[src/sv/dvl_pkg.sv]
// shared types, widths and constants for the diffuse vertex lighting unit
package dvl_pkg;

   localparam int COORD_WIDTH     = 16;
   localparam int COORD_FRAC_BITS = 8;
   localparam int NORM_WIDTH      = 16;
   localparam int COLOR_WIDTH     = 16;
   localparam int LIT_WIDTH       = 14;
   localparam int CSR_WIDTH       = 48;
   localparam int CSR_INDEX_WIDTH = 3;

   localparam int ONE_Q13 = 8192;
   localparam int Q14_BITS = 14;

   // light minus vertex, and its magnitude after range reduction
   localparam int DW           = COORD_WIDTH + 1;
   localparam int D_LIMIT_BITS = 24;
   localparam int MAGW         = (DW > D_LIMIT_BITS) ? D_LIMIT_BITS : DW;
   localparam int SHW          = 6;

   // squared length and its radicand
   localparam int SQW   = 2 * MAGW;
   localparam int LW    = SQW + 2;
   localparam int XW    = LW + 12;
   localparam int RADW  = XW + (XW % 2);
   localparam int ROOTW = RADW / 2;
   localparam int REMW  = ROOTW + 2;

   // numerator and quotient
   localparam int PRODW  = MAGW + 1 + NORM_WIDTH;
   localparam int NUMW   = PRODW + 2;
   localparam int DIVIDW = NUMW + 6;
   localparam int QB     = 17;
   localparam int DREMW  = ROOTW + 1;
   localparam int CPHIW  = QB + 1;

   // color accumulation
   localparam int PW   = CPHIW + COLOR_WIDTH;
   localparam int ACCW = PW + 2;

   localparam int REQ_W = ((3 * COORD_WIDTH + 3 * NORM_WIDTH + 7) / 8) * 8;
   localparam int RSP_W = 64;

   typedef enum logic [CSR_INDEX_WIDTH-1:0] {
      REG_LIGHT_X    = 3'd0,
      REG_LIGHT_Y    = 3'd1,
      REG_LIGHT_Z    = 3'd2,
      REG_LIGHT_W    = 3'd3,
      REG_BASE_RGB   = 3'd4,
      REG_BASE_ALPHA = 3'd5,
      REG_GAIN_RGB   = 3'd6
   } csr_index_type;

   typedef struct packed {
      logic signed [COORD_WIDTH-1:0] x;
      logic signed [COORD_WIDTH-1:0] y;
      logic signed [COORD_WIDTH-1:0] z;
      logic signed [COORD_WIDTH-1:0] w;
   } light_type;

   typedef struct packed {
      logic [3*COLOR_WIDTH-1:0] base_rgb;
      logic [COLOR_WIDTH-1:0]   base_alpha;
      logic [3*COLOR_WIDTH-1:0] gain_rgb;
   } color_cfg_type;

   typedef struct packed {
      logic [RADW-1:0]  rad;
      logic [ROOTW-1:0] root;
      logic [REMW-1:0]  rem;
      logic [NUMW-1:0]  num_mag;
      logic             num_neg;
      logic             degen;
   } sqrt_pipe_type;

   typedef struct packed {
      logic [DREMW-1:0] rem;
      logic [QB-1:0]    dq;
      logic [ROOTW-1:0] divisor;
      logic             num_neg;
      logic             degen;
   } div_pipe_type;

   typedef struct packed {
      logic             degenerate;
      logic [COLOR_WIDTH-1:0] lit_alpha;
      logic [LIT_WIDTH-1:0]   lit_blue;
      logic [LIT_WIDTH-1:0]   lit_green;
      logic [LIT_WIDTH-1:0]   lit_red;
   } lit_type;

endpackage

[src/sv/dvl_div_cell.sv]
// one cell of the divider chain: one quotient bit per cell
module dvl_div_cell (
   input  logic                  clock,
   input  logic                  reset,
   input  logic                  in_valid,
   output logic                  in_ready,
   input  dvl_pkg::div_pipe_type in_data,
   output logic                  out_valid,
   input  logic                  out_ready,
   output dvl_pkg::div_pipe_type out_data
);

   logic                  valid_ff;
   dvl_pkg::div_pipe_type data_ff;
   dvl_pkg::div_pipe_type data_in;

   assign in_ready = !valid_ff || out_ready;

   // dq holds the dividend bits still to come on top and the quotient below
   always_comb begin
      logic [dvl_pkg::DREMW-1:0] rem2;
      logic [dvl_pkg::DREMW-1:0] dvs;
      rem2    = {in_data.rem[dvl_pkg::DREMW-2:0], in_data.dq[dvl_pkg::QB-1]};
      dvs     = {1'b0, in_data.divisor};
      data_in = in_data;
      if (rem2 >= dvs) begin
         data_in.rem = rem2 - dvs;
         data_in.dq  = {in_data.dq[dvl_pkg::QB-2:0], 1'b1};
      end else begin
         data_in.rem = rem2;
         data_in.dq  = {in_data.dq[dvl_pkg::QB-2:0], 1'b0};
      end
   end

   always_ff @(posedge clock) begin
      if (reset) begin
         valid_ff <= 1'b0;
      end else if (in_ready) begin
         valid_ff <= in_valid;
      end
   end

   always_ff @(posedge clock) begin
      if (in_ready && in_valid) begin
         data_ff <= data_in;
      end
   end

   assign out_valid = valid_ff;
   assign out_data  = data_ff;

`ifndef SYNTHESIS
   a_rem_below_divisor: assert property (@(posedge clock) disable iff (reset)
      valid_ff && !data_ff.degen |-> (data_ff.rem < {1'b0, data_ff.divisor}))
      else $error("divider remainder not below divisor");
`endif

endmodule

[config.mk]
export PLATFORM = sky130hd
export DESIGN_NAME = dvl_div_cell
export DESIGN_NICKNAME = d
export VERILOG_FILES = /design/src/sv/dvl_pkg.sv /design/src/sv/dvl_div_cell.sv
export SDC_FILE = /design/constraint.sdc
export NUM_CORES = 1
export LEC_CHECK = 0
export BUFFER_PORTS_ARGS = -buffer_cell sky130_fd_sc_hd__clkbuf_2
export CAP_MARGIN = 20
export CORE_ASPECT_RATIO = 1.75
export CORE_MARGIN = 2
export CORE_UTILIZATION = 50
export CTS_CLUSTER_DIAMETER = 60
export DETAILED_ROUTE_END_ITERATION = 12
export PLACE_DENSITY = 0.81
export SYNTH_ARGS = -nofsm -noshare
export SYNTH_HDL_FRONTEND = slang
export SYNTH_SLANG_ARGS = --single-unit
export TNS_END_PERCENT = 30
[constraint.sdc]
create_clock -name clock -period 3.4 [get_ports clock]
set_clock_uncertainty 0.05 [all_clocks]
set_input_delay 0.68 -clock clock [delete_from_list [all_inputs] [get_ports clock]]
set_output_delay 0.68 -clock clock [all_outputs]
set_load 0.01 [all_outputs]
== Yosys cells after proc, flatten, opt, wreduce, memory -nomap -nowiden ==
Cells that the tools add are included.

* Flip-flop bits (word level): 69
* Bits of input ports: 72
* Output and inout bits: 70
* Logic and storage cells: 12

* $add $sub $neg: 1
* Magnitude comparators: 1
* Multiplexer cells: 1
* Reduce and logical (&&, ||, !) cells: 3

{| class="wikitable"
|+ Operators with widths
! cell !! number
|-
| $mux 42 || 1
|-
| $ge 25x24->1 || 1
|-
| $sub 25x24->25 || 1
|-
| $logic_and 1x1->1 || 1
|-
| $logic_not 1->1 || 1
|-
| $logic_or 1x1->1 || 1
|}

== Longest topological paths before layout ==
* Depth in word-level cells: 3
* Gate-level depth with buffers: 12
* Gate-level depth less buffers: 11

== Least setup slack after synthesis ==
OpenSTA, ideal clock, no wires.

* Kind: input to register
* Start point: in out_ready
* End point: reg data_ff, in the netlist out_data[0] (enable)
* Library setup time: 0.434 ns
* Data arrival time: 2.490 ns
* Required time: 2.916 ns
* Setup slack: 0.427 ns
* Stages on the path: 2
* Buffers on the path: 0
* Path through: nand2b_1 and2_1

* Word-level cells in the longest chain between the ends: 2

{| class="wikitable"
|+ RTL lines
! element !! line !! text
|-
| start, declared || dvl_div_cell.sv:9 || <nowiki>input logic out_ready,</nowiki>
|-
| $logic_or 1x1->1 || dvl_div_cell.sv:17 || <nowiki>assign in_ready = !valid_ff || out_ready;</nowiki>
|-
| $logic_and 1x1->1 || dvl_div_cell.sv:44 || <nowiki>if (in_ready && in_valid) begin</nowiki>
|-
| end signal, assigned || dvl_div_cell.sv:45 || <nowiki>data_ff <= data_in;</nowiki>
|-
| end, declared || dvl_div_cell.sv:14 || <nowiki>dvl_pkg::div_pipe_type data_ff;</nowiki>
|}

Every way passes these cells.
A chain may end at the register's enable or synchronous reset.

==> impl_metrics.env <==
export IMPL_outcome="finished, final reports clean"
export IMPL_path_clk_slew_ps=50
export IMPL_synth_simple_gate_area_share_pct=9.66
export IMPL_wl_met3_um=407
export IMPL_maxSlewHeadroom_pct=58.5
export IMPL_ys_warn_count=0
export IMPL_async_flop_share_pct=0
export IMPL_synthFlopType="edfxtp_1"
export IMPL_hold_class="input port to flip-flop"
export IMPL_antenna_cells=0
export IMPL_synth_edff_count=68
export IMPL_grt_pass1_vias=3056
export IMPL_antenna_left=0
export IMPL_layout_common_cells="clkbuf_2 (140), edfxtp_1 (68), nand2_1 (35)"
export IMPL_dp_cells=558
export IMPL_vias_per_cell=5.31
export IMPL_cts_buffers=9
export IMPL_grt_pass1_wl_um=14100
export IMPL_ys_seq_area_share_pct=53.8
export IMPL_syn_area_per_cell_um2=11.6
export IMPL_hold_viol=0
export IMPL_final_cells=573
export IMPL_final_setup_tns_ps=0
export IMPL_slowest_delay_ps=410
export IMPL_worstSetupPathType="input port to flip-flop"
export IMPL_yosysTopAreaCell="edfxtp_1"
export IMPL_grt_total_usage_pct=21.5
export IMPL_end_kind="flip-flop"
export IMPL_dp_hpwl_um=6930
export IMPL_place_ws_ps=87.2
export IMPL_holdCritStartpoint="reset"
export IMPL_grt_max_degree=45
export IMPL_syn_num_nets=427
export IMPL_rsz0062_at_grt="false"
export IMPL_synth_top_family_by_area="compound AO/OA/AOI/OAI gates"
export IMPL_worst_slew_pin_slew_ps=623
export IMPL_cts_tree="built"
export IMPL_start_util_pct=51.0
export IMPL_num_io_pins=142
export IMPL_drv_cap=0
export IMPL_period_minus_slack_ps=3020
export IMPL_synth_cell_types=48
export IMPL_max_freq_mhz=332
export IMPL_die_width_um=70.2
export IMPL_clock_latency_ps=330
export IMPL_p_per_area_mw_per_mm2=506
export IMPL_syn_to_final_growth_pct=29.3
export IMPL_drt_pass1_iter_count=4
export IMPL_crit_fanout=4
export IMPL_cts_setup_buffers=0
export IMPL_cts_hold_buf=0
export IMPL_post_route_period_util_pct=88.7
export IMPL_h_tree_depth=3
export IMPL_setup_viol=0
export IMPL_cts_root_buf="clkbuf_16"
export IMPL_synthTopCellsByArea="edfxtp_1 (53%), ha_1 (7.8%), o21ai_2 (4.1%)"
export IMPL_reg2reg_from="out_valid"
export IMPL_final_common_cell="clkbuf_2"
export IMPL_synth_compound_area_share_pct=17.8
export IMPL_die_area_mm2=0.00841
export IMPL_start_kind="input port"
export IMPL_synth_top_area_share_pct=53.3
export IMPL_ir_drop_mv=0.289
export IMPL_crit_slowest_cell="fa_1"
export IMPL_synthMuxAreaShare_pct=0.653
export IMPL_total_leakage_power_nw=2.32
export IMPL_vias=3043
export IMPL_die_h_um=120
export IMPL_cts_sinks=69
export IMPL_drtIter0Drc=194
export IMPL_cts_buffer_depth=2
export IMPL_dpl_cell_area_mm2=0.00468
export IMPL_fin_area_mm2=0.00496
export IMPL_power_mw=2.51
export IMPL_synth_seq_cells=69
export IMPL_syn_inst=330
export IMPL_cp_startpoint="in_data[42]"
export IMPL_core_mm2=0.00751
export IMPL_wl_per_cell_um=15.2
export IMPL_drc=0
export IMPL_met2_length_um=4980
export IMPL_synth_xor_area_share_pct=4.80
export IMPL_syn_area_mm2=0.00383
export IMPL_crit_arrival_ps=3050
export IMPL_drt_met1_wl_um=3170
export IMPL_top_layer_used="met4"
export IMPL_antenna_found_initial=0
export IMPL_overflow=0
export IMPL_finalMaxSlewViolations=0
export IMPL_cts_resized=0
export IMPL_drive_gt1_share_pct=39.6
export IMPL_rows=42
export IMPL_finalWorstSetupSlack_ps=385
export IMPL_synth_adder_area_share_pct=8.36
export IMPL_place_gp_congestion=0.901
export IMPL_crit_chain="clkbuf_2, inv_1, ha_1, fa_1, nand2b_1, a21oi_1, o41a_1, a31oi_2, o21bai_1, a21boi_1, xor2_1, o21ai_2"
export IMPL_port_buffers=140
export IMPL_nets=578
export IMPL_routed_wl_um=8710
export IMPL_required_ps=3430
## through the flow
stage,util (%),hold WS (ps)
6_report,66.0,449
5_1_grt,66.0,447
4_1_cts,66.0,440
3_5_place_dp,62.2,458
3_3_place_gp,62.2,442
2_1_floorplan,-,543
## sequential cells by signal, summed over array words and instances, names as in the netlist
name / flops
out_data: 68
out_valid: 1
## cell families (layout without fill, tap and decap cells)
group           after synthesis  after routing
xor+xnor                     21             21
compound gates               97             97
buf+inv                      41            196
flops                        69             69
simple gates                 75             75
mux                           2              2
fa+ha+maj                    25             25
## critical path, delay by kind of cell
kind | cells | cell delay, ps
and+or+nand+nor | 1 | 190
adders and majority gates | 2 | 620
xor gates and xnor gates | 1 | 180
buffers and inverters | 2 | 110
AOI/OAI and AO/OA | 6 | 1260
## area by class of cell
cell class | instances | area, um^2
clock buffer | 10 | 229
clock inverter | 5 | 52.6
fill | 591 | 2560
inverter | 30 | 113
multi-input combinational | 220 | 1580
sequential | 69 | 2060
tap | 88 | 110
timing repair buffer | 151 | 808
## power breakdown
group          total (mW)  internal, mW  switching, mW
registers            1.05          1.03         0.0194
logic               0.571         0.245          0.326
clock network       0.886         0.559          0.327
total                2.51          1.84          0.672
## Yosys cell counts, types with 5 or more instances
cell      instances
o21ai_0          13
inv_1            30
edfxtp_1         68
xnor2_1           8
a21o_1           15
ha_1             24
a31oi_1           5
nand2b_1          5
xor2_1           13
nand2_1          35
a21oi_1          23
nor2_1            9
nand3_1           8
o21ai_2          18
## worst paths after layout
kind                  endpoint  slack [ps]  depth (start not counted)
setup reg to reg  out_data[40]        1730                          3
setup / recovery  out_data[63]         380                         12
hold / removal       out_valid         450                          2
hold reg to reg      out_valid         460                          2
## routing by layer
metal	GRT usage [%]	up-vias
met2	39.7	91
met4	9.74	0
met3	3.53	10
met5	0	-
li1	-	1519
met1	23.7	1423
(Power assumes the default switching activity.)
