===== src/sv/dvl_pkg.sv =====
// shared types, widths and constants for the diffuse vertex lighting unit
package dvl_pkg;

   localparam int COORD_WIDTH     = 16;
   localparam int COORD_FRAC_BITS = 8;
   localparam int NORM_WIDTH      = 16;
   localparam int COLOR_WIDTH     = 16;
   localparam int LIT_WIDTH       = 14;
   localparam int CSR_WIDTH       = 48;
   localparam int CSR_INDEX_WIDTH = 3;

   localparam int ONE_Q13 = 8192;
   localparam int Q14_BITS = 14;

   // light minus vertex, and its magnitude after range reduction
   localparam int DW           = COORD_WIDTH + 1;
   localparam int D_LIMIT_BITS = 24;
   localparam int MAGW         = (DW > D_LIMIT_BITS) ? D_LIMIT_BITS : DW;
   localparam int SHW          = 6;

   // squared length and its radicand
   localparam int SQW   = 2 * MAGW;
   localparam int LW    = SQW + 2;
   localparam int XW    = LW + 12;
   localparam int RADW  = XW + (XW % 2);
   localparam int ROOTW = RADW / 2;
   localparam int REMW  = ROOTW + 2;

   // numerator and quotient
   localparam int PRODW  = MAGW + 1 + NORM_WIDTH;
   localparam int NUMW   = PRODW + 2;
   localparam int DIVIDW = NUMW + 6;
   localparam int QB     = 17;
   localparam int DREMW  = ROOTW + 1;
   localparam int CPHIW  = QB + 1;

   // color accumulation
   localparam int PW   = CPHIW + COLOR_WIDTH;
   localparam int ACCW = PW + 2;

   localparam int REQ_W = ((3 * COORD_WIDTH + 3 * NORM_WIDTH + 7) / 8) * 8;
   localparam int RSP_W = 64;

   typedef enum logic [CSR_INDEX_WIDTH-1:0] {
      REG_LIGHT_X    = 3'd0,
      REG_LIGHT_Y    = 3'd1,
      REG_LIGHT_Z    = 3'd2,
      REG_LIGHT_W    = 3'd3,
      REG_BASE_RGB   = 3'd4,
      REG_BASE_ALPHA = 3'd5,
      REG_GAIN_RGB   = 3'd6
   } csr_index_type;

   typedef struct packed {
      logic signed [COORD_WIDTH-1:0] x;
      logic signed [COORD_WIDTH-1:0] y;
      logic signed [COORD_WIDTH-1:0] z;
      logic signed [COORD_WIDTH-1:0] w;
   } light_type;

   typedef struct packed {
      logic [3*COLOR_WIDTH-1:0] base_rgb;
      logic [COLOR_WIDTH-1:0]   base_alpha;
      logic [3*COLOR_WIDTH-1:0] gain_rgb;
   } color_cfg_type;

   typedef struct packed {
      logic [RADW-1:0]  rad;
      logic [ROOTW-1:0] root;
      logic [REMW-1:0]  rem;
      logic [NUMW-1:0]  num_mag;
      logic             num_neg;
      logic             degen;
   } sqrt_pipe_type;

   typedef struct packed {
      logic [DREMW-1:0] rem;
      logic [QB-1:0]    dq;
      logic [ROOTW-1:0] divisor;
      logic             num_neg;
      logic             degen;
   } div_pipe_type;

   typedef struct packed {
      logic             degenerate;
      logic [COLOR_WIDTH-1:0] lit_alpha;
      logic [LIT_WIDTH-1:0]   lit_blue;
      logic [LIT_WIDTH-1:0]   lit_green;
      logic [LIT_WIDTH-1:0]   lit_red;
   } lit_type;

endpackage


===== src/sv/dvl_sqrt_cell.sv =====
// one cell of the square root chain: one root bit per cell
module dvl_sqrt_cell (
   input  logic                   clock,
   input  logic                   reset,
   input  logic                   in_valid,
   output logic                   in_ready,
   input  dvl_pkg::sqrt_pipe_type in_data,
   output logic                   out_valid,
   input  logic                   out_ready,
   output dvl_pkg::sqrt_pipe_type out_data
);

   logic                   valid_ff;
   dvl_pkg::sqrt_pipe_type data_ff;
   dvl_pkg::sqrt_pipe_type data_in;

   assign in_ready = !valid_ff || out_ready;

   always_comb begin
      logic [dvl_pkg::REMW-1:0] rem2;
      logic [dvl_pkg::REMW-1:0] trial;
      rem2    = {in_data.rem[dvl_pkg::REMW-3:0], in_data.rad[dvl_pkg::RADW-1 -: 2]};
      trial   = {in_data.root, 2'b01};
      data_in = in_data;
      data_in.rad = in_data.rad << 2;
      if (rem2 >= trial) begin
         data_in.rem  = rem2 - trial;
         data_in.root = {in_data.root[dvl_pkg::ROOTW-2:0], 1'b1};
      end else begin
         data_in.rem  = rem2;
         data_in.root = {in_data.root[dvl_pkg::ROOTW-2:0], 1'b0};
      end
   end

   always_ff @(posedge clock) begin
      if (reset) begin
         valid_ff <= 1'b0;
      end else if (in_ready) begin
         valid_ff <= in_valid;
      end
   end

   always_ff @(posedge clock) begin
      if (in_ready && in_valid) begin
         data_ff <= data_in;
      end
   end

   assign out_valid = valid_ff;
   assign out_data  = data_ff;

`ifndef SYNTHESIS
   a_rem_bound: assert property (@(posedge clock) disable iff (reset)
      valid_ff |-> (dvl_pkg::REMW'(data_ff.rem) <= dvl_pkg::REMW'({data_ff.root, 1'b0})))
      else $error("root remainder above twice the partial root");
   a_stall_hold: assert property (@(posedge clock) disable iff (reset)
      valid_ff && !out_ready |=> valid_ff && $stable(data_ff))
      else $error("root cell lost its transaction while stalled");
`endif

endmodule


===== config.mk =====
export PLATFORM = sky130hd
export DESIGN_NAME = dvl_sqrt_cell
export DESIGN_NICKNAME = d
export VERILOG_FILES = /design/src/sv/dvl_pkg.sv /design/src/sv/dvl_sqrt_cell.sv
export SDC_FILE = /design/constraint.sdc
export NUM_CORES = 1
export LEC_CHECK = 0
export ABC_AREA = 1
export BUFFER_PORTS_ARGS = -buffer_cell sky130_fd_sc_hd__buf_2
export CORE_ASPECT_RATIO = 1.1
export CORE_MARGIN = 5
export CORE_UTILIZATION = 48
export DETAILED_ROUTE_END_ITERATION = 8
export HOLD_SLACK_MARGIN = 0.02
export PLACE_DENSITY = 0.76
export SYNTH_ARGS = -nofsm -noshare
export SYNTH_HDL_FRONTEND = slang
export SYNTH_SLANG_ARGS = --single-unit

===== constraint.sdc =====
create_clock -name clock -period 10.74 [get_ports clock]
set_input_delay 2.148 -clock clock [delete_from_list [all_inputs] [get_ports clock]]
set_output_delay 2.148 -clock clock [all_outputs]
set_load 0.1 [all_outputs]

**Yosys cells after proc, flatten, opt, wreduce, memory -nomap -nowiden**

Index checks and enable logic that the tools add are counted.

- Add/subtract/negate cells: 1
- Magnitude comparators: 1
- Muxes and demuxes: 1
- Reductions and logical operators: 3

Operators with widths:

| operator | count |
|---|---|
| $mux W27 | 1 |
| $ge A26 B26 Y1 | 1 |
| $sub A26 B26 Y26 | 1 |
| $logic_and A1 B1 Y1 | 1 |
| $logic_not A1 Y1 | 1 |
| $logic_or A1 B1 Y1 | 1 |

- Flip-flop bits (word level): 135
- Output and inout bits: 138
- Word-level logic and storage cells: 13

**Depth between registers and ports, before layout**

- Depth in word-level cells: 3
- Gate-level depth with buffers: 14
- Depth with buffers taken out: 13

**Worst setup path after synthesis**

No wires, ideal clock.

- Path kind: input to register
- Start: in in_valid
- End: reg data_ff (netlist bit out_data[0]), enable pin
- Library setup time: 670 ps
- Arrival time: 8639 ps
- Required time: 10070 ps
- Path slack: 1431 ps
- Cell stages on the path: 2
- Path buffers: 0
- Path through: inv_1 a21oi_1

- Longest elaborated chain between the ends: 1

Ends and longest elaborated chain:

| what | RTL line | RTL |
|---|---|---|
| start, declared | dvl_sqrt_cell.sv:5 | `input logic in_valid,` |
| $logic_and A1 B1 Y1 | dvl_sqrt_cell.sv:44 | `if (in_ready && in_valid) begin` |
| end signal, assigned | dvl_sqrt_cell.sv:45 | `data_ff <= data_in;` |
| end, declared | dvl_sqrt_cell.sv:14 | `dvl_pkg::sqrt_pipe_type data_ff;` |

No other way between the ends.
A chain may end at the register's enable or synchronous reset.

**Worst setup path after layout**

- Start: in out_ready
- End: out in_ready

- Longest elaborated chain between the ends: 1

Ends and longest elaborated chain:

| what | RTL line | RTL |
|---|---|---|
| start, declared | dvl_sqrt_cell.sv:9 | `input logic out_ready,` |
| $logic_or A1 B1 Y1 | dvl_sqrt_cell.sv:17 | `assign in_ready = !valid_ff \|\| out_ready;` |
| end, declared | dvl_sqrt_cell.sv:6 | `output logic in_ready,` |

No other way between the ends.

==> impl_metrics.ini <==
[detailed_routing]
wire_per_inst_um = 16.1
final_antenna_net_count = 0
via_per_inst = 4.63
drtPass1Iterations = 4
drc = 0
drt_iter0_drc = 306
num_vias = 5263
wl_mm = 18.3

[global_routing]
grt_use_total_pct = 22.5
grt_pass1_vias = 5229
grt_pass1_wl_mm = 27.4
grt_overflow = 0
antenna_found_initial = 5
grt_max_degree = 80

[synthesis]
synth_top_cell_by_area = edfxtp_1
syn_avg_cell_area_um2 = 10.0
synthesis.instances = 651
synth_top_area_share_pct = 61.6
synthDistinctLibCells = 28
syn_area_mm2 = 0.00653
ys_seq_area_share_pct = 61.9
ys_ff_latch = 135
ys_top_cells_by_area = edfxtp_1 62%, nand2_1 12%, inv_1 7.5%, ha_1 5.0%, nand4_1 2.0%
ys_warn_count = 0

[clock_network]
cts_buffer_depth = 2
clock_latency_ns = 0.41
h-tree-depth = 4
postCtsSetupBuffers = 0
cts_root_buf = clkbuf_16
cts_resized = 0
clock-sinks = 135
holdBufCountCts = 0
numCtsBuffers = 17
clk_pin_slew_worst_paths_ns = 0.06
cts_tree = yes

[critical_path]
ff2ff_path_depth = 2
worstSetupPathType = input pin to output port
start_kind = input pin
r2r_start = out_valid
reg2reg_to = out_data[58]
critPathLaunch = out_ready
critPathRequiredTime_ns = 8.59
r2r_slack_ns = 8.49
cp-endpoint = in_ready
path_max_fanout = 2
arrival_ns = 2.82
worst_setup_path_end_kind = output port

[power]
combPwrFrac_pct = 28.0
p_seq_share_pct = 37.6
leakage_uw = 0.00439
internal-power_uw = 1060
power_density_mw_per_mm2 = 194
vdd_drop_max_uv = 89.1
power.share.switching_pct = 37.1
switching_power_uw = 625
pwr-share-clk_pct = 34.3

[floorplan]
core_mm2 = 0.0133
start_util_pct = 49.2
dieWidth_um = 121
pin_count = 278
rows = 44
die_y_um = 132
die_area_mm2 = 0.0160

[placed_design]
numPortBuffers = 273
hpwl_mm = 14.7
place_congestion = 0.912
dpl.cell_count = 1102

[sta]
fmax_mhz = 201
relSlewSlack_pct = 36.5
hold_viol_final = 0
fin_crit_sh_pct = 46.2
skew_ns = 0.00584
slew_violations = 0
rsz0062_at_grt = false
setup_violations = 0
setup-tns-final_ns = 0
fin_crit_ns = 4.97
worstMarginPinSlew_ns = 0.952

[final_layout]
nets = 1103
fillers = 1109
areaGrowthSynthToFinish_pct = 33.1
drive_gt1_share_pct = 34.2
layout.cells.non_filler = 1136

[min_path]
worstHoldPathType = flip-flop to flip-flop

[run_status]
status = finished clean

[job]
cap_viol_max_count = 0
-- state kept, by name, summed over array words and instances, names as in the netlist --
name,flops
out_data,134
out_valid,1
-- how the worst min path moves through the flow --
stage,to,start,depth (start not counted),slack [ns]
final,out_valid,out_valid,2,0.54
after global placement,out_valid,out_valid,2,0.54
after floorplan,out_valid,out_valid,2,1.65
after global routing,out_valid,out_valid,2,0.59
after detailed placement,out_valid,out_valid,2,0.53
after CTS,out_valid,out_valid,2,0.54
-- critical path, stage by stage --
cell and delay [ns]:
buf_2 0.08, inv_1 0.06, nand2_1 0.08, buf_2 0.44
-- cell usage after synthesis, drive strengths merged --
cell	instances
nand3b	4
nor3b	1
o21ai	13
conb	1
edfxtp	134
buf	6
xor2	12
o21bai	1
or2	1
a21oi	17
nor2	36
clkbuf	3
dfxtp	1
and3	1
xnor2	2
nand2	211
ha	26
inv	131
nand3	29
nand4	21
-- metal layers --
layer	share of wire (%)	up-vias	routed length, µm	GRT usage (%)
li1	-	2681	-	-
met1	37	2375	6710	23.2
met2	53	169	9690	42.5
met3	8.2	32	1500	7.17
met4	2.1	6	392	7.53
met5	0.19	-	34	0
-- cell type report --
cell class / instances / area [µm²] / share of cell area (%)
inverters: 131 / 492 / 5.66
multi-input cells: 377 / 1940 / 22.4
well taps: 184 / 230 / 2.65
clock inverters: 15 / 169 / 1.94
clock buffers: 17 / 425 / 4.89
flip-flops and latches: 135 / 4040 / 46.5
repair buffers: 275 / 1380 / 15.9
diodes: 2 / 5.00 / 0.0576
-- cells by family after synthesis --
group / after synthesis / synth area share, %
AO/OA/AOI/OAI: 31 / 2.59
flip-flops: 135 / 61.9
AND/OR/NAND/NOR: 304 / 20.0
adder cells (fa/ha/maj): 26 / 4.98
other: 1 / 0.0574
XOR/XNOR: 14 / 1.88
buffers and inverters: 140 / 8.53
-- stage by stage --
| step | hold slack (ns) | area (µm²) | utilization [%] | setup slack (ns) | total power, µW |
|---|---|---|---|---|---|
| 2_1_floorplan | 1.65 | 6530 | - | 1.43 | 1030 |
| 3_3_place_gp | 0.537 | 8090 | 61.0 | 5.65 | 1110 |
| 3_5_place_dp | 0.533 | 8090 | 61.0 | 5.66 | 1120 |
| 4_1_cts | 0.544 | 8690 | 65.5 | 5.77 | 1700 |
| 5_1_grt | 0.594 | 8690 | 65.5 | 5.72 | 1750 |
| 6_report | 0.538 | 8690 | 65.5 | 5.77 | 1690 |
-- power groups by stage --
stage	registers [µW]	logic (µW)	clock network, µW
5_1_grt	638	498	616
4_1_cts	635	474	590
3_3_place_gp	644	470	0
3_5_place_dp	646	473	0
6_report	634	472	579
2_1_floorplan	912	121	0
-- cell usage in the layout (no fill, tap or decap), types with 3 or more instances in the layout --
cell type / instances
nand3_2: 7
nand4_1: 21
ha_1: 26
nand3_1: 22
nor2_2: 4
nor2_1: 32
clkbuf_16: 17
xor2_1: 12
buf_2: 273
inv_6: 4
a21oi_1: 15
edfxtp_1: 134
nand3b_1: 4
clkinv_4: 3
o21ai_1: 11
nand2_1: 209
inv_1: 130
Note: power is estimated with default switching activity, not from simulation.
