**config.mk**
```make
export PLATFORM = sky130hd
export DESIGN_NAME = dvl_color
export DESIGN_NICKNAME = d
export VERILOG_FILES = /design/src/sv/dvl_pkg.sv /design/src/sv/dvl_color.sv
export SDC_FILE = /design/constraint.sdc
export NUM_CORES = 2
export LEC_CHECK = 0
export BUFFER_PORTS_ARGS = -buffer_cell sky130_fd_sc_hd__buf_2
export CORE_ASPECT_RATIO = 0.75
export CORE_UTILIZATION = 50
export CTS_CLUSTER_DIAMETER = 40
export CTS_CLUSTER_SIZE = 14
export DETAILED_ROUTE_END_ITERATION = 8
export GPL_TIMING_DRIVEN = 0
export PLACE_DENSITY_LB_ADDON = 0.05
export SYNTH_ARGS = -nofsm -noshare
export SYNTH_HDL_FRONTEND = slang
export SYNTH_SLANG_ARGS = --single-unit
```
**constraint.sdc**
```tcl
create_clock -name clock -period 8.5 [get_ports clock]
set_input_delay 0 -clock clock [delete_from_list [all_inputs] [get_ports clock]]
set_output_delay 0 -clock clock [all_outputs]
set_load 0.005 [all_outputs]
```
**src/sv/dvl_pkg.sv**
```systemverilog
// shared types, widths and constants for the diffuse vertex lighting unit
package dvl_pkg;

   localparam int COORD_WIDTH     = 16;
   localparam int COORD_FRAC_BITS = 8;
   localparam int NORM_WIDTH      = 16;
   localparam int COLOR_WIDTH     = 16;
   localparam int LIT_WIDTH       = 14;
   localparam int CSR_WIDTH       = 48;
   localparam int CSR_INDEX_WIDTH = 3;

   localparam int ONE_Q13 = 8192;
   localparam int Q14_BITS = 14;

   // light minus vertex, and its magnitude after range reduction
   localparam int DW           = COORD_WIDTH + 1;
   localparam int D_LIMIT_BITS = 24;
   localparam int MAGW         = (DW > D_LIMIT_BITS) ? D_LIMIT_BITS : DW;
   localparam int SHW          = 6;

   // squared length and its radicand
   localparam int SQW   = 2 * MAGW;
   localparam int LW    = SQW + 2;
   localparam int XW    = LW + 12;
   localparam int RADW  = XW + (XW % 2);
   localparam int ROOTW = RADW / 2;
   localparam int REMW  = ROOTW + 2;

   // numerator and quotient
   localparam int PRODW  = MAGW + 1 + NORM_WIDTH;
   localparam int NUMW   = PRODW + 2;
   localparam int DIVIDW = NUMW + 6;
   localparam int QB     = 17;
   localparam int DREMW  = ROOTW + 1;
   localparam int CPHIW  = QB + 1;

   // color accumulation
   localparam int PW   = CPHIW + COLOR_WIDTH;
   localparam int ACCW = PW + 2;

   localparam int REQ_W = ((3 * COORD_WIDTH + 3 * NORM_WIDTH + 7) / 8) * 8;
   localparam int RSP_W = 64;

   typedef enum logic [CSR_INDEX_WIDTH-1:0] {
      REG_LIGHT_X    = 3'd0,
      REG_LIGHT_Y    = 3'd1,
      REG_LIGHT_Z    = 3'd2,
      REG_LIGHT_W    = 3'd3,
      REG_BASE_RGB   = 3'd4,
      REG_BASE_ALPHA = 3'd5,
      REG_GAIN_RGB   = 3'd6
   } csr_index_type;

   typedef struct packed {
      logic signed [COORD_WIDTH-1:0] x;
      logic signed [COORD_WIDTH-1:0] y;
      logic signed [COORD_WIDTH-1:0] z;
      logic signed [COORD_WIDTH-1:0] w;
   } light_type;

   typedef struct packed {
      logic [3*COLOR_WIDTH-1:0] base_rgb;
      logic [COLOR_WIDTH-1:0]   base_alpha;
      logic [3*COLOR_WIDTH-1:0] gain_rgb;
   } color_cfg_type;

   typedef struct packed {
      logic [RADW-1:0]  rad;
      logic [ROOTW-1:0] root;
      logic [REMW-1:0]  rem;
      logic [NUMW-1:0]  num_mag;
      logic             num_neg;
      logic             degen;
   } sqrt_pipe_type;

   typedef struct packed {
      logic [DREMW-1:0] rem;
      logic [QB-1:0]    dq;
      logic [ROOTW-1:0] divisor;
      logic             num_neg;
      logic             degen;
   } div_pipe_type;

   typedef struct packed {
      logic             degenerate;
      logic [COLOR_WIDTH-1:0] lit_alpha;
      logic [LIT_WIDTH-1:0]   lit_blue;
      logic [LIT_WIDTH-1:0]   lit_green;
      logic [LIT_WIDTH-1:0]   lit_red;
   } lit_type;

endpackage

```
**src/sv/dvl_color.sv**
```systemverilog
// color stages: cosine times gain, add base, clamp, output register
module dvl_color (
   input  logic                   clock,
   input  logic                   reset,
   input  dvl_pkg::color_cfg_type cfg,
   input  logic                   in_valid,
   output logic                   in_ready,
   input  dvl_pkg::div_pipe_type  in_data,
   output logic                   out_valid,
   input  logic                   out_ready,
   output dvl_pkg::lit_type       out_data
);

   logic m_valid_ff, o_valid_ff;
   logic m_ready, o_ready;
   logic signed [dvl_pkg::PW-1:0] prod_ff [3];
   logic signed [dvl_pkg::PW-1:0] prod_in [3];
   logic                          degen_ff;
   dvl_pkg::lit_type              out_ff;
   dvl_pkg::lit_type              out_in;

   assign o_ready  = !o_valid_ff || out_ready;
   assign m_ready  = !m_valid_ff || o_ready;
   assign in_ready = m_ready;

   always_comb begin
      logic signed [dvl_pkg::CPHIW-1:0] cphi;
      logic signed [dvl_pkg::CPHIW-1:0] q;
      q = $signed(dvl_pkg::CPHIW'(in_data.dq));
      if (in_data.degen) begin
         cphi = '0;
      end else if (in_data.num_neg) begin
         cphi = -q;
      end else begin
         cphi = q;
      end
      for (int c = 0; c < 3; c++) begin
         prod_in[c] = dvl_pkg::PW'(cphi) *
                      dvl_pkg::PW'($signed(cfg.gain_rgb[dvl_pkg::COLOR_WIDTH*c +: 
                                                        dvl_pkg::COLOR_WIDTH]));
      end
   end

   always_comb begin
      logic signed [dvl_pkg::ACCW-1:0]  acc;
      logic [dvl_pkg::ACCW-15:0]        v;
      logic [dvl_pkg::LIT_WIDTH-1:0]    lit [3];
      for (int c = 0; c < 3; c++) begin
         acc = (dvl_pkg::ACCW'($signed(cfg.base_rgb[dvl_pkg::COLOR_WIDTH*c +:
                                                    dvl_pkg::COLOR_WIDTH]))
                <<< dvl_pkg::Q14_BITS) + dvl_pkg::ACCW'(prod_ff[c]);
         v = acc[dvl_pkg::ACCW-1:dvl_pkg::Q14_BITS];
         if (acc <= 0) begin
            lit[c] = '0;
         end else if (v > (dvl_pkg::ACCW-14)'(dvl_pkg::ONE_Q13)) begin
            lit[c] = dvl_pkg::LIT_WIDTH'(dvl_pkg::ONE_Q13);
         end else begin
            lit[c] = v[dvl_pkg::LIT_WIDTH-1:0];
         end
      end
      out_in.lit_red    = lit[0];
      out_in.lit_green  = lit[1];
      out_in.lit_blue   = lit[2];
      out_in.lit_alpha  = cfg.base_alpha;
      out_in.degenerate = degen_ff;
   end

   always_ff @(posedge clock) begin
      if (reset) begin
         m_valid_ff <= 1'b0;
         o_valid_ff <= 1'b0;
      end else begin
         if (m_ready) begin
            m_valid_ff <= in_valid;
         end
         if (o_ready) begin
            o_valid_ff <= m_valid_ff;
         end
      end
   end

   always_ff @(posedge clock) begin
      if (m_ready && in_valid) begin
         prod_ff  <= prod_in;
         degen_ff <= in_data.degen;
      end
      if (o_ready && m_valid_ff) begin
         out_ff <= out_in;
      end
   end

   assign out_valid = o_valid_ff;
   assign out_data  = out_ff;

endmodule
```
---- Yosys cells after proc, flatten, opt, wreduce, memory -nomap -nowiden ----
Cells that the tools add are included.
storage, ports and cells
  bits in registers ....................... 164
  input bits .............................. 184
  logic and storage cells ................. 41
operators by class
  add/sub/neg operators ................... 4
  multiply operators ...................... 3
  $lt $le $gt $ge ......................... 6
  muxes and demuxes ....................... 5
  reduce and logical (&&, ||, !) cells .... 9
operators with widths
  cell                  count
  $add 30x34->35        3
  $le 35x1->1 const B   3
  $mul 18x16->34        3
  $gt 22x14->1 const B  3
  $mux 14               3
  $mux 18               2
  $neg 17->18           1
  $reduce_or 2->1       3
  $logic_and 1x1->1     2
  $logic_not 1->1       2
  $logic_or 1x1->1      2

---- Logic depth before layout (Yosys ltp) ----
  depth after elaboration ................. 4
  mapped depth ............................ 33

---- Least setup slack after synthesis ----
OpenSTA, ideal clock, no wires.
  path kind ............................... in2reg
  from .................................... input in_data[26] (netlist name)
  to ...................................... register prod_ff[66] (netlist name), data pin
  library setup time ...................... 263 ps
  arrival time ............................ 7,612 ps
  required time ........................... 8,237 ps
  path slack .............................. 626 ps
  cell stages on the path ................. 31
  cell sequence ........................... inv_1 -> ha_1 -> nand2_1 -> or3_1 -> or3_1 -> or4_4 -> o21ai_0 -> xor2_1 -> nor2_1 -> clkbuf_1 -> nand2_1 -> fa_1 -> fa_1 -> fa_1 -> inv_1 -> fa_1 -> fa_1 -> inv_1 -> fa_1 -> inv_1 -> ha_1 -> a211oi_2 -> nor2_1 -> or3b_1 -> and3_1 -> a221o_1 -> a21oi_2 -> a31oi_1 -> a41o_1 -> o41ai_2 -> xnor2_1
RTL lines
  item                    RTL line         text
  start: declaration      dvl_color.sv:8   input dvl_pkg::div_pipe_type in_data,
  end signal: assignment  dvl_color.sv:84  prod_ff <= prod_in;
  end: declaration        dvl_color.sv:16  logic signed [dvl_pkg::PW-1:0] prod_ff [3];

==> summary.md <==
| Metric | Value |
|---|---|
| GR Util met3 | `under 10%` |
| Clock buffer depth | `2` |
| Share of cells above drive strength 1 | `roughly 7.3%` |
| Yosys Warn Count | `0` |
| Final count of hold timing violations | `0` |
| Tmin final | `~8.4 ns` |
| Primary FF master, synth | `edfxtp_1` |
| # DRC | `0` |
| Crit end category | `register` |
| DIE WIDTH | `roughly 340 um` |
| Die footprint | `roughly 0.084 mm2` |
| Starting Density | `50.6%` |
| Vias after detailed routing | `30,707` |
| RSZ-0062 raised after global routing | `true` |
| Root Buffer | `clkbuf_16` |
| Startpoint types | `input port` |
| Largest net degree at the start of global routing | `63` |
| Mapped cell area | `0.0416 mm2` |
| Chip Height | `approximately 250 um` |
| Area grow syn2layout | `8.52%` |
| Starting DRT DRC Count | `~2,400` |
| First-pass GRT wire length | `~180,000 um` |
| Layer with the highest usage | `met2` |
| Detail Route Antenna Nets | `0` |
| Setup-failing EPs final | `0` |
| Cell area power density | `approximately 390 mW/mm2` |
| Met1 GRT Util | `41.5%` |
| Max Clock Skew | `roughly 0.016 ns` |
| # rows | `91` |
| Most frequent cells in the layout | `1,091 x inv_1, 873 x fa_1, 506 x nand2_1` |
| CTS H-tree lvls | `4` |
| Fraction of registers with async set/reset | `0%` |
| Outcome | `finished, final reports clean` |
| CTS clk-pin slew, worst paths | `about 0.08 ns` |
| Commonest non-fill, non-tap cell in the layout | `inv_1` |
| DR vias/cell | `~5.3` |
| Final net count | `~6,100` |
| Worst Path Max Fanout | `10` |
| Worst Setup Path Type | `input port to register` |
| CTS sink cnt | `about 160` |
| Final Instance Area | `~0.045 mm2` |
| Slowest CP cell | `clkbuf_1` |
| Syn_nets | `5,846` |
| Worst path arrival time | `between 8 and 9 ns` |
| Vias in the first global route | `~31,000` |
| CTS tree | `yes` |
| Fin. max-slew vios | `0` |
| Hold Slack | `0.0629 ns` |
| Critical Path RT | `approximately 9 ns` |
| Met2 GRT Util | `a little over two fifths` |
| GRT Overall Usage | `29.3%` |
| Clock Latency Late Sink | `just over 0.5 ns` |
| Final HPWL DP | `~100,000 um` |
| CP max stage delay | `about 0.71 ns` |
| GPL Wtd Cong | `about 1` |
| Post-synthesis cell type count | `between 80 and 90` |
| Drt wl/cell | `around 20 um` |
| Initial antenna violation count | `19` |
| Avg Cell Area, Syn | `9.32 um2` |
| Global route overflow | `0` |
| FF+latch count, synth | `164` |
| Worst vdd ir | `~0.56 mV` |
| Overall Power | `0.0178 W` |
| Tcrit/Tclk final | `a little over nine tenths` |
| Core Util, Final | `54.9%` |
| Max Freq | `roughly 0.12 GHz` |
| Mapped Cells | `4,470` |
| Total CTS buffers | `17` |
| Io pins | `between 200 and 250` |
| Pre-CTS setup slack | `-1.47 ns` |
| Post-route worst setup slack | `0.103 ns` |
| I/O Buffers | `roughly 180` |
| Core box area | `about 0.08 mm2` |
| Number of synthesized flops with an enable pin | `around 160` |
| Worst-Margin Slew | `between 1 and 1.5 ns` |
| Rel. slew slack | `between 10% and 20%` |
| TritonRoute pass-1 iters | `6` |
| Class of the worst hold path | `input port to register` |
| Static Leakage | `22.4 nW` |
| Critical path's most frequent cell | `fa_1` |
| Post-synthesis sequential area ratio | `11.8%` |
| Total Wirelength | `118,000 um` |
| MaxCap Viol Count | `0` |
| Placed Area | `~0.044 mm2` |
==> stage by stage <==
| step | std cells | setup TNS [ns] |
|---|---|---|
| floorplan | 4470 | 0 |
| global placement | 5763 | -28.63 |
| detailed placement | 5767 | -30.87 |
| CTS | 5825 | 0 |
| global route | 5836 | -0.145 |
| finish | 5842 | 0 |
==> power by group <==
group          switching, W  internal [W]  total [W]  leakage [nW]
combinational       0.00855       0.00651     0.0151          20.6
sequential        0.0000761       0.00183    0.00190          1.56
clock              0.000400      0.000437   0.000837         0.273
total               0.00903       0.00878     0.0178          22.4
==> metal layers <==
metal / vias up / routed length (um) / share of wire [%]
met3: 182 / 12500 / 11
met4: 14 / 3100 / 2.6
li1: 13981 / - / -
met2: 1146 / 50700 / 43
met5: - / 92 / 0.078
met1: 15384 / 51600 / 44
==> worst max-delay path: cells and delay by family <==
kind	cells	cell delay (ns)
adders and majority gates	7	3.02
AOI/OAI and AO/OA	9	2.26
and+or+nand+nor	3	0.62
xor gates and xnor gates	2	0.32
buffers and inverters	9	2.42
==> state kept, by name, summed over array words and instances, names as in the netlist <==
signal      flops
degen_ff        1
m_valid_ff      1
out_data       59
out_valid       1
prod_ff       102
==> final cells by class <==
class,instances,area [um2]
antenna,9,22.5
buffer,170,772
clock buffer,19,433
clock inverter,13,150
fill,7789,37100
inverter,1091,4100
multi-input combinational,3045,32100
sequential,164,4900
tap,1116,1400
timing repair buffer,215,1290
==> final timing paths <==
check	cells past startpoint	slack, ns	end	from
setup / recovery	30	0.10	prod_ff[67]$_DFFE_PP_	in_data[1]
hold / removal	4	0.06	out_data[14]$_SDFFCE_PP0P_	cfg[80]
setup reg to reg	12	4.52	out_data[24]$_SDFFCE_PP0P_	prod_ff[49]$_DFFE_PP_
hold reg to reg	0	0.43	out_data[58]$_DFFE_PP_	degen_ff$_DFFE_PP_
==> logic make-up after synthesis <==
logic type / Yosys count / share of synthesized area, %
AOI/OAI and AO/OA: 378 / 6.24
adders and majority gates: 1192 / 51.5
and+or+nand+nor: 1315 / 15.6
xor gates and xnor gates: 152 / 3.20
DFF: 164 / 11.8
buffers and inverters: 1261 / 11.4
muxes: 8 / 0.222
==> Yosys cell counts (6+ instances only) <==
| cell type | instances | area share, % |
|---|---|---|
| nor2b_1 | 24 | 0.36 |
| nand2b_1 | 24 | 0.36 |
| a41oi_1 | 7 | 0.15 |
| o211ai_1 | 10 | 0.18 |
| fa_1 | 873 | 42 |
| o31ai_1 | 9 | 0.16 |
| or3_1 | 23 | 0.35 |
| and2_1 | 389 | 5.8 |
| nand3_1 | 28 | 0.34 |
| o21bai_1 | 21 | 0.38 |
| nand4_1 | 9 | 0.14 |
| xnor2_1 | 105 | 2.2 |
| nor3_1 | 54 | 0.65 |
| mux2i_1 | 7 | 0.17 |
| ha_1 | 319 | 9.6 |
| o21ai_0 | 55 | 0.66 |
| xor2_1 | 47 | 0.99 |
| inv_1 | 1091 | 9.8 |
| buf_1 | 6 | 0.054 |
| nor4_1 | 16 | 0.24 |
| a31oi_1 | 9 | 0.14 |
| a21o_1 | 47 | 0.85 |
| a21oi_1 | 101 | 1.2 |
| nor2_1 | 180 | 1.6 |
| and3_1 | 11 | 0.17 |
| nor3b_1 | 6 | 0.11 |
| edfxtp_1 | 162 | 12 |
| buf_2 | 8 | 0.096 |
| clkbuf_1 | 152 | 1.4 |
| o21ai_1 | 6 | 0.072 |
| a211oi_1 | 13 | 0.23 |
| nand2_1 | 506 | 4.6 |
| nor2_2 | 10 | 0.15 |
| or2_2 | 10 | 0.15 |
| o21a_1 | 24 | 0.43 |
==> what timing repair did <==
action                     4_1_cts  5_1_grt
gates cloned                     0        0
pin swaps                        1        8
gates resized for setup         36       83
hold endpoints to repair        24        0
setup endpoints to repair       27       19
hold buffers                    25        0
buffers inserted                 1        8
Note: power is estimated with default switching activity, not from simulation.
